**config.mk**
```make
export PLATFORM = sky130hd
export DESIGN_NAME = json_string_unescape_utf8_core
export DESIGN_NICKNAME = d
export VERILOG_FILES = /design/src/hdl/jsu_pkg.sv /design/src/hdl/jsu_parse.sv /design/src/hdl/jsu_out.sv /design/src/hdl/json_string_unescape_utf8_core.sv
export SDC_FILE = /design/constraint.sdc
export NUM_CORES = 1
export LEC_CHECK = 0
export BUFFER_PORTS_ARGS = -buffer_cell sky130_fd_sc_hd__buf_2
export CAP_MARGIN = 20
export CORE_MARGIN = 2
export CORE_UTILIZATION = 50
export CTS_BUF_LIST = sky130_fd_sc_hd__clkbuf_8
export DETAILED_ROUTE_END_ITERATION = 8
export PLACE_DENSITY = 0.67
export SYNTH_ARGS = -nofsm -noshare
export SYNTH_HDL_FRONTEND = slang
export SYNTH_HIERARCHICAL = 1
export SYNTH_SLANG_ARGS = --single-unit
```
**constraint.sdc**
```tcl
create_clock -name i_clk -period 3.95 [get_ports i_clk]
set_input_delay 0.5925 -clock i_clk [delete_from_list [all_inputs] [get_ports i_clk]]
set_output_delay 0.5925 -clock i_clk [all_outputs]
set_load 0.03 [all_outputs]
```
**src/hdl/jsu_pkg.sv**
```systemverilog
package jsu_pkg;

    localparam int MaxRes = 4;

    typedef enum logic [1:0] {
        PH_EXPECT,
        PH_TEXT,
        PH_ESC,
        PH_HEX
    } t_phase;

    typedef enum logic [1:0] {
        K_DATA,
        K_CLOSED,
        K_NOQUOTE,
        K_UNTERM
    } t_kind;

    typedef struct packed {
        logic [7:0] data;
        t_kind      kind;
    } t_res;

    typedef struct packed {
        logic [2:0]              cnt;
        t_res [MaxRes-1:0]       res;
    } t_group;

    localparam logic [7:0] CH_NUL    = 8'h00;
    localparam logic [7:0] CH_QUOTE  = 8'h22;
    localparam logic [7:0] CH_BSLASH = 8'h5C;
    localparam logic [7:0] CH_N      = 8'h6E;
    localparam logic [7:0] CH_T      = 8'h74;
    localparam logic [7:0] CH_R      = 8'h72;
    localparam logic [7:0] CH_B      = 8'h62;
    localparam logic [7:0] CH_F      = 8'h66;
    localparam logic [7:0] CH_U      = 8'h75;

    localparam logic [7:0] CTL_LF = 8'h0A;
    localparam logic [7:0] CTL_HT = 8'h09;
    localparam logic [7:0] CTL_CR = 8'h0D;
    localparam logic [7:0] CTL_BS = 8'h08;
    localparam logic [7:0] CTL_FF = 8'h0C;

    localparam logic [15:0] UTF_LIM1 = 16'h0080;
    localparam logic [15:0] UTF_LIM2 = 16'h0800;
    localparam logic [7:0]  UTF_LEAD2 = 8'hC0;
    localparam logic [7:0]  UTF_LEAD3 = 8'hE0;
    localparam logic [7:0]  UTF_CONT  = 8'h80;

    localparam logic [2:0] HEX_DIGITS = 3'd4;

    // {valid, value}
    function automatic logic [4:0] hex_digit(input logic [7:0] b);
        logic [4:0] r;
        r = 5'd0;
        if (b >= 8'h30 && b <= 8'h39) begin
            r = {1'b1, 4'(b - 8'h30)};
        end else if (b >= 8'h61 && b <= 8'h66) begin
            r = {1'b1, 4'(b - 8'h57)};
        end else if (b >= 8'h41 && b <= 8'h46) begin
            r = {1'b1, 4'(b - 8'h37)};
        end
        return r;
    endfunction

endpackage

```
**src/hdl/jsu_parse.sv**
```systemverilog
module jsu_parse
    import jsu_pkg::*;
(
    input  logic       i_clk,
    input  logic       i_rst_n,
    input  logic       i_accept,
    input  logic [7:0] i_byte,
    output t_group     o_group
);

    t_phase      r_phase, n_phase;
    logic [2:0]  r_hex_cnt, n_hex_cnt;
    logic [15:0] r_acc, n_acc;

    logic        tb_on;
    t_res        tb_res;
    t_phase      tb_phase;

    logic        utf_on;
    logic [15:0] utf_code;
    logic [1:0]  utf_n;
    logic [7:0]  u [MaxRes];

    logic        tail_on;
    t_res        tail;

    logic [4:0]  hx;
    logic [15:0] acc_up;
    logic [2:0]  cnt_up;

    // plain text byte handling, shared by text phase and short hex escape
    always_comb begin
        tb_on    = 1'b1;
        tb_res   = '{data: i_byte, kind: K_DATA};
        tb_phase = PH_TEXT;
        if (i_byte == CH_NUL) begin
            tb_res   = '{data: 8'd0, kind: K_UNTERM};
            tb_phase = PH_EXPECT;
        end else if (i_byte == CH_QUOTE) begin
            tb_res   = '{data: 8'd0, kind: K_CLOSED};
            tb_phase = PH_EXPECT;
        end else if (i_byte == CH_BSLASH) begin
            tb_on    = 1'b0;
            tb_phase = PH_ESC;
        end
    end

    always_comb begin
        hx      = hex_digit(i_byte);
        acc_up  = {r_acc[11:0], hx[3:0]};
        cnt_up  = r_hex_cnt + 3'd1;

        n_phase   = r_phase;
        n_hex_cnt = r_hex_cnt;
        n_acc     = r_acc;
        utf_on    = 1'b0;
        utf_code  = 16'd0;
        tail_on   = 1'b0;
        tail      = '{data: 8'd0, kind: K_DATA};

        case (r_phase)
            PH_EXPECT: begin
                if (i_byte == CH_QUOTE) begin
                    n_phase = PH_TEXT;
                end else begin
                    tail_on = 1'b1;
                    tail    = '{data: 8'd0, kind: K_NOQUOTE};
                end
            end
            PH_TEXT: begin
                tail_on = tb_on;
                tail    = tb_res;
                n_phase = tb_phase;
            end
            PH_ESC: begin
                n_phase = PH_TEXT;
                tail_on = 1'b1;
                tail    = '{data: i_byte, kind: K_DATA};
                case (i_byte)
                    CH_NUL: begin
                        tail    = '{data: 8'd0, kind: K_UNTERM};
                        n_phase = PH_EXPECT;
                    end
                    CH_N: tail.data = CTL_LF;
                    CH_T: tail.data = CTL_HT;
                    CH_R: tail.data = CTL_CR;
                    CH_B: tail.data = CTL_BS;
                    CH_F: tail.data = CTL_FF;
                    CH_U: begin
                        tail_on   = 1'b0;
                        n_phase   = PH_HEX;
                        n_hex_cnt = 3'd0;
                        n_acc     = 16'd0;
                    end
                    default: tail.data = i_byte;
                endcase
            end
            PH_HEX: begin
                if (hx[4]) begin
                    if (cnt_up >= HEX_DIGITS) begin
                        utf_on    = 1'b1;
                        utf_code  = acc_up;
                        n_phase   = PH_TEXT;
                        n_hex_cnt = 3'd0;
                        n_acc     = 16'd0;
                    end else begin
                        n_acc     = acc_up;
                        n_hex_cnt = cnt_up;
                    end
                end else begin
                    utf_on    = 1'b1;
                    utf_code  = r_acc;
                    n_hex_cnt = 3'd0;
                    n_acc     = 16'd0;
                    tail_on   = tb_on;
                    tail      = tb_res;
                    n_phase   = tb_phase;
                end
            end
            default: n_phase = PH_EXPECT;
        endcase
    end

    // utf-8 encoding of the code point
    always_comb begin
        u[0] = 8'd0;
        u[1] = 8'd0;
        u[2] = 8'd0;
        u[3] = 8'd0;
        if (utf_code < UTF_LIM1) begin
            utf_n = 2'd1;
            u[0]  = utf_code[7:0];
        end else if (utf_code < UTF_LIM2) begin
            utf_n = 2'd2;
            u[0]  = UTF_LEAD2 | {3'd0, utf_code[10:6]};
            u[1]  = UTF_CONT | {2'd0, utf_code[5:0]};
        end else begin
            utf_n = 2'd3;
            u[0]  = UTF_LEAD3 | {4'd0, utf_code[15:12]};
            u[1]  = UTF_CONT | {2'd0, utf_code[11:6]};
            u[2]  = UTF_CONT | {2'd0, utf_code[5:0]};
        end
        if (!utf_on) begin
            utf_n = 2'd0;
        end
    end

    always_comb begin
        o_group.cnt = {1'b0, utf_n} + {2'd0, tail_on};
        for (int i = 0; i < MaxRes; i++) begin
            if (2'(i) < utf_n) begin
                o_group.res[i] = '{data: u[i], kind: K_DATA};
            end else begin
                o_group.res[i] = tail;
            end
        end
    end

    always_ff @(posedge i_clk) begin
        if (!i_rst_n) begin
            r_phase   <= PH_EXPECT;
            r_hex_cnt <= 3'd0;
            r_acc     <= 16'd0;
        end else if (i_accept) begin
            r_phase   <= n_phase;
            r_hex_cnt <= n_hex_cnt;
            r_acc     <= n_acc;
        end
    end

endmodule

```
**src/hdl/jsu_out.sv**
```systemverilog
module jsu_out
    import jsu_pkg::*;
(
    input  logic       i_clk,
    input  logic       i_rst_n,
    input  logic       i_load,
    input  t_group     i_group,
    output logic       o_free,
    output logic       o_tvalid,
    input  logic       i_tready,
    output logic [7:0] o_tdata,
    output logic [1:0] o_tuser,
    output logic       o_tlast
);

    logic [2:0]        r_cnt;
    logic [1:0]        r_idx;
    t_res [MaxRes-1:0] r_res;
    logic              last_word;
    logic              done;

    assign o_tvalid  = (r_cnt != 3'd0);
    assign last_word = ({1'b0, r_idx} == (r_cnt - 3'd1));
    assign done      = o_tvalid && i_tready && last_word;
    assign o_free    = !o_tvalid || done;

    assign o_tdata = r_res[r_idx].data;
    assign o_tuser = r_res[r_idx].kind;
    assign o_tlast = last_word;

    always_ff @(posedge i_clk) begin
        if (!i_rst_n) begin
            r_cnt <= 3'd0;
            r_idx <= 2'd0;
        end else if (i_load) begin
            r_cnt <= i_group.cnt;
            r_idx <= 2'd0;
        end else if (done) begin
            r_cnt <= 3'd0;
            r_idx <= 2'd0;
        end else if (o_tvalid && i_tready) begin
            r_idx <= r_idx + 2'd1;
        end
    end

    always_ff @(posedge i_clk) begin
        if (i_load) begin
            r_res <= i_group.res;
        end
    end

endmodule

```
**src/hdl/json_string_unescape_utf8_core.sv**
```systemverilog
// channel   dir  tdata            tuser      tlast
// s (in)    in   [7:0] in_byte    -          -
// m (out)   out  [7:0] out_byte   [1:0] kind last
//
// one input byte per cycle while output is ready and each byte yields at
// most one word; a byte that yields several words holds the input while
// the result buffer drains. bytes that yield no word never hold the input.
// reset is synchronous, active low, and returns the parser to the
// expect-opening-quote state with an empty result buffer.
// input ready follows output ready combinationally on the last word.
module json_string_unescape_utf8_core
    import jsu_pkg::*;
(
    input  logic       i_clk,
    input  logic       i_rst_n,
    input  logic       i_s_tvalid,
    output logic       o_s_tready,
    input  logic [7:0] i_s_tdata,  // [7:0] in_byte
    output logic       o_m_tvalid,
    input  logic       i_m_tready,
    output logic [7:0] o_m_tdata,  // [7:0] out_byte
    output logic [1:0] o_m_tuser,  // [1:0] kind
    output logic       o_m_tlast
);

    logic   accept;
    logic   free;
    t_group group;

    assign o_s_tready = free;
    assign accept     = i_s_tvalid && free;

    jsu_parse u_parse (
        .i_clk    (i_clk),
        .i_rst_n  (i_rst_n),
        .i_accept (accept),
        .i_byte   (i_s_tdata),
        .o_group  (group)
    );

    jsu_out u_out (
        .i_clk    (i_clk),
        .i_rst_n  (i_rst_n),
        .i_load   (accept),
        .i_group  (group),
        .o_free   (free),
        .o_tvalid (o_m_tvalid),
        .i_tready (i_m_tready),
        .o_tdata  (o_m_tdata),
        .o_tuser  (o_m_tuser),
        .o_tlast  (o_m_tlast)
    );

    a_ready_only_on_drain: assert property (@(posedge i_clk) disable iff (!i_rst_n)
        (o_s_tready && o_m_tvalid) |-> (i_m_tready && o_m_tlast))
        else $error("input taken while result group still pending");

    a_status_is_last: assert property (@(posedge i_clk) disable iff (!i_rst_n)
        (o_m_tvalid && (o_m_tuser != K_DATA)) |-> o_m_tlast)
        else $error("status word not marked last");

    a_status_no_data: assert property (@(posedge i_clk) disable iff (!i_rst_n)
        (o_m_tvalid && (o_m_tuser != K_DATA)) |-> (o_m_tdata == 8'd0))
        else $error("status word carries data");

endmodule
```
==> impl_results.md <==
- CTS tree: done
- Clock sink count: 66
- Chip Height: slightly above 90 um
- Crit share post-route: between 70% and 80%
- Fin. Hold Viols: 0
- CP max-delay cell: a211oi_2
- FMAX: roughly 320 MHz
- Antenna violations before repair: 0
- ANT nets after route: 0
- Actual slew at the worst max-slew pin: between 0.6 and 0.7 ns
- Setup TNS: 0 ns
- Layout cells sized above 1: 16.9%
- 1st-iter DRT viols: around 230
- Final setup vio count: 0
- Worst Path Arrival: approximately 3.2 ns
- IO Port Bufs: 24
- Net Count, Synth: 431
- Cts repair resizes: 0
- Clk_lat worst skew: between 0.3 and 0.4 ns
- Origin of the worst setup path: i_s_tdata[1]
- Critical R2R Capture: u_out/r_res[5]
- CP Capture Type: register
- Via/cell ratio: about 6
- Largest cells by area after synthesis: edfxtp_1 (30%), dfxtp_1 (13%), mux4_2 (5.7%)
- Hold path cells: 2
- Prevailing post-synth register cell: edfxtp_1
- Total GRT Usage: between 20% and 30%
- DRC errors left: 0
- Core area: between 7000 and 8000 um2
- Largest net degree at the start of global routing: 52
- Sequential area share after synthesis: 43.4%
- Maxcap violations: 0
- Final nets: 449
- RSZ-0062 raised after global routing: no
- Top-level I/O count: 25
- DIE AREA: 8660 um2
- Critical path data required time: approximately 4 ns
- Hold Crit Class: reg -> reg
- Inserted Clock Buffers: 9
- Status: complete, no violations
- Most common cell in the netlist: nand2_1
- Post-synth top cells: nand2_1 (42), edfxtp_1 (40), a21oi_1 (34), nor2_1 (28)
- Sequential share of power: around 50%
- Maximum buffer depth of the clock tree: 2
- Detailed placement HPWL: ~6500 um
- Internal reg-to-reg setup slack: ~0.97 ns
- Synth area leader: edfxtp_1
- Worst-path clk slew: around 0.070 ns
- Final Max Tran Viols: 0
- Combinational fraction of design power: under 10%
- Cell breakdown of the critical path: buf_2, inv_1, ha_1, nor3b_1, nor3_2, a211oi_2, o311ai_2, and2_1, buf_4, o221ai_1, o21ai_0
- Post-Layout Inst Area: ~4400 um2
- DR pass1 iterations: 5
- Routed length per instance: between 15 and 20 um
- Worst hold path endpoint: u_out/r_cnt[1]
- Skew final: approximately 0.010 ns
- WL final: 9090 um
- Critical path buffer and inverter count: 3
- Critical path's top delay family: compound AO/OA/AOI/OAI gates
- Clock power share: about two fifths
- Reg2reg start: u_parse/r_phase[0]
- Root buf cell: clkbuf_8
- Synth Instances: 410
- FFs w/ async S/R, synth: 0%
- Post-CTS setup buffers: 0
- Area of the multi-input gates: approximately 2100 um2
- Die width: between 90 and 100 um
- EDFF count, synth: 40
- Slew HR: between 50 and 60%
- Hold_buf cts: 0
- CP Launch Type: input pin
- Avg Inst Size Synth: around 9.7 um2
- Leakage: roughly 1.5 nW
- Switching power: roughly 360 uW
- Synth cell types: 68
- Synth warn: 6
- Tmin final: between 3 and 4 ns
- Placed Area: between 4000 and 5000 um2
- Flops & latches, synth: 66
- Int Power: 1.15 mW
- Syn Std Cell Area: between 3000 and 4000 um2
- Htree depth: 3
- Vias in the first global route: 2956
- DR vias: approximately 3.2k
- Yosys top cell area share: around 30%
- Critical Setup Path Class: in -> reg
- FF+latch area: 1720 um2
- Worst-case reg-to-reg path depth: 7
- Starting density of the core: about half
- Overflow after GRT: 0
- Critical path's largest stage delay: 0.56 ns
- First-pass GRT wire length: about 15000 um
- Worst-path fanout max: 13
- Power density over cell area: between 300 and 400 nW/um2
- Max VDD drop: 174 uV
- Filler cells: a little over 700
- Row cnt: 32
- Switching Share: between 20% and 30%
- ANT cells: 0
- GP Congestion: between 0.9 and 1
- Hold_sp: u_out/r_cnt[1]
- Area Growth Syn to Fin: 10.2%
-- sequential cells by signal, summed over array words and instances, names as in the netlist --
name               count
u_parse/r_phase        2
u_out/r_cnt            3
u_parse/r_hex_cnt      3
u_parse/r_acc         16
u_out/r_res           40
u_out/r_idx            2
-- metrics by stage --
step	setup WS (ns)	instances	power [mW]	utilization, %	hold WS (ns)
global route	0.590	535	1.57	56.6	0.532
floorplan	0.410	410	0.871	-	0.458
global placement	0.666	519	0.905	53.7	0.476
detailed placement	0.542	519	0.909	53.7	0.484
CTS	0.895	535	1.53	56.6	0.496
finish	0.841	535	1.52	56.6	0.500
-- cell type report --
cell class / instances / area share, %
repair buffers: 32 / 4.12
clock buffers: 9 / 2.83
inverters: 12 / 1.03
multi-input cells: 307 / 47.6
flip-flops and latches: 66 / 39.4
well taps: 102 / 2.92
clock inverters: 7 / 2.15
-- cells by family (layout without fill, tap and decap cells) --
| family | count (synthesis) | after routing | synth area share (%) |
|---|---|---|---|
| muxes | 15 | 15 | 6.94 |
| DFF | 66 | 66 | 43.4 |
| xor gates and xnor gates | 5 | 5 | 1.48 |
| adders and majority gates | 9 | 9 | 2.84 |
| buffers and inverters | 37 | 60 | 4.26 |
| and+or+nand+nor | 163 | 163 | 22.3 |
| AOI/OAI and AO/OA | 115 | 115 | 18.8 |
-- power groups by stage --
stage                     Sequential, mW  Clock, mW  Combinational [mW]
final                              0.762      0.624               0.131
after global placement             0.776          0               0.129
after global routing               0.764      0.664               0.143
after detailed placement           0.778          0               0.131
after CTS                          0.762      0.633               0.131
after floorplan                    0.774          0              0.0964
-- per-layer routing --
layer	routed length, um	global-route usage, %	vias to the layer above
met5	0	0	-
met4	254	9.80	0
met3	507	3.55	21
met2	4010	33.9	105
met1	4320	31.2	1553
li1	-	-	1569
-- worst max-delay path by stage --
stage / endpoint / slack, ns / cells after the start
detailed placement: u_out/r_res[5] / 0.54 / 11
CTS: u_out/r_res[5] / 0.89 / 11
floorplan: u_parse/r_acc[3] / 0.41 / 12
global route: u_out/r_res[5] / 0.59 / 11
finish: u_out/r_res[5] / 0.84 / 11
global placement: u_out/r_res[5] / 0.67 / 11
-- cell usage in the layout, fill, tap and decap left out, types with 2 or more instances in the layout --
cell type and n:
a21o_1 2, a21oi_1 34, a22oi_1 13, a31oi_1 3, a41oi_1 2, and2_1 4
and3_1 4, and4b_1 2, buf_2 24, buf_4 8, bufinv_16 2, clkbuf_8 9
clkinv_4 2, dfxtp_1 26, edfxtp_1 40, ha_1 9, inv_1 12, mux2i_1 5
mux4_2 10, nand2_1 42, nand2b_1 5, nand3_1 17, nand3b_1 4, nand4bb_1 2
nor2_1 28, nor2b_1 20, nor3_1 7, nor3_2 2, nor3b_1 2, nor4_1 7
o211ai_1 4, o21ai_0 26, o21ai_1 6, o221ai_1 3, o22ai_1 3, or3_1 6
or4_1 2, xnor2_1 2
-- worst reg2reg max path: stages, from the launching register on --
cell and delay (ns):
dfxtp_1 0.54, nand2_1 0.46, a211oi_2 0.66, o311ai_2 0.26
and2_1 0.26, buf_4 0.20, o221ai_1 0.20, o21ai_0 0.13
Note: power is estimated with default switching activity, not from simulation.
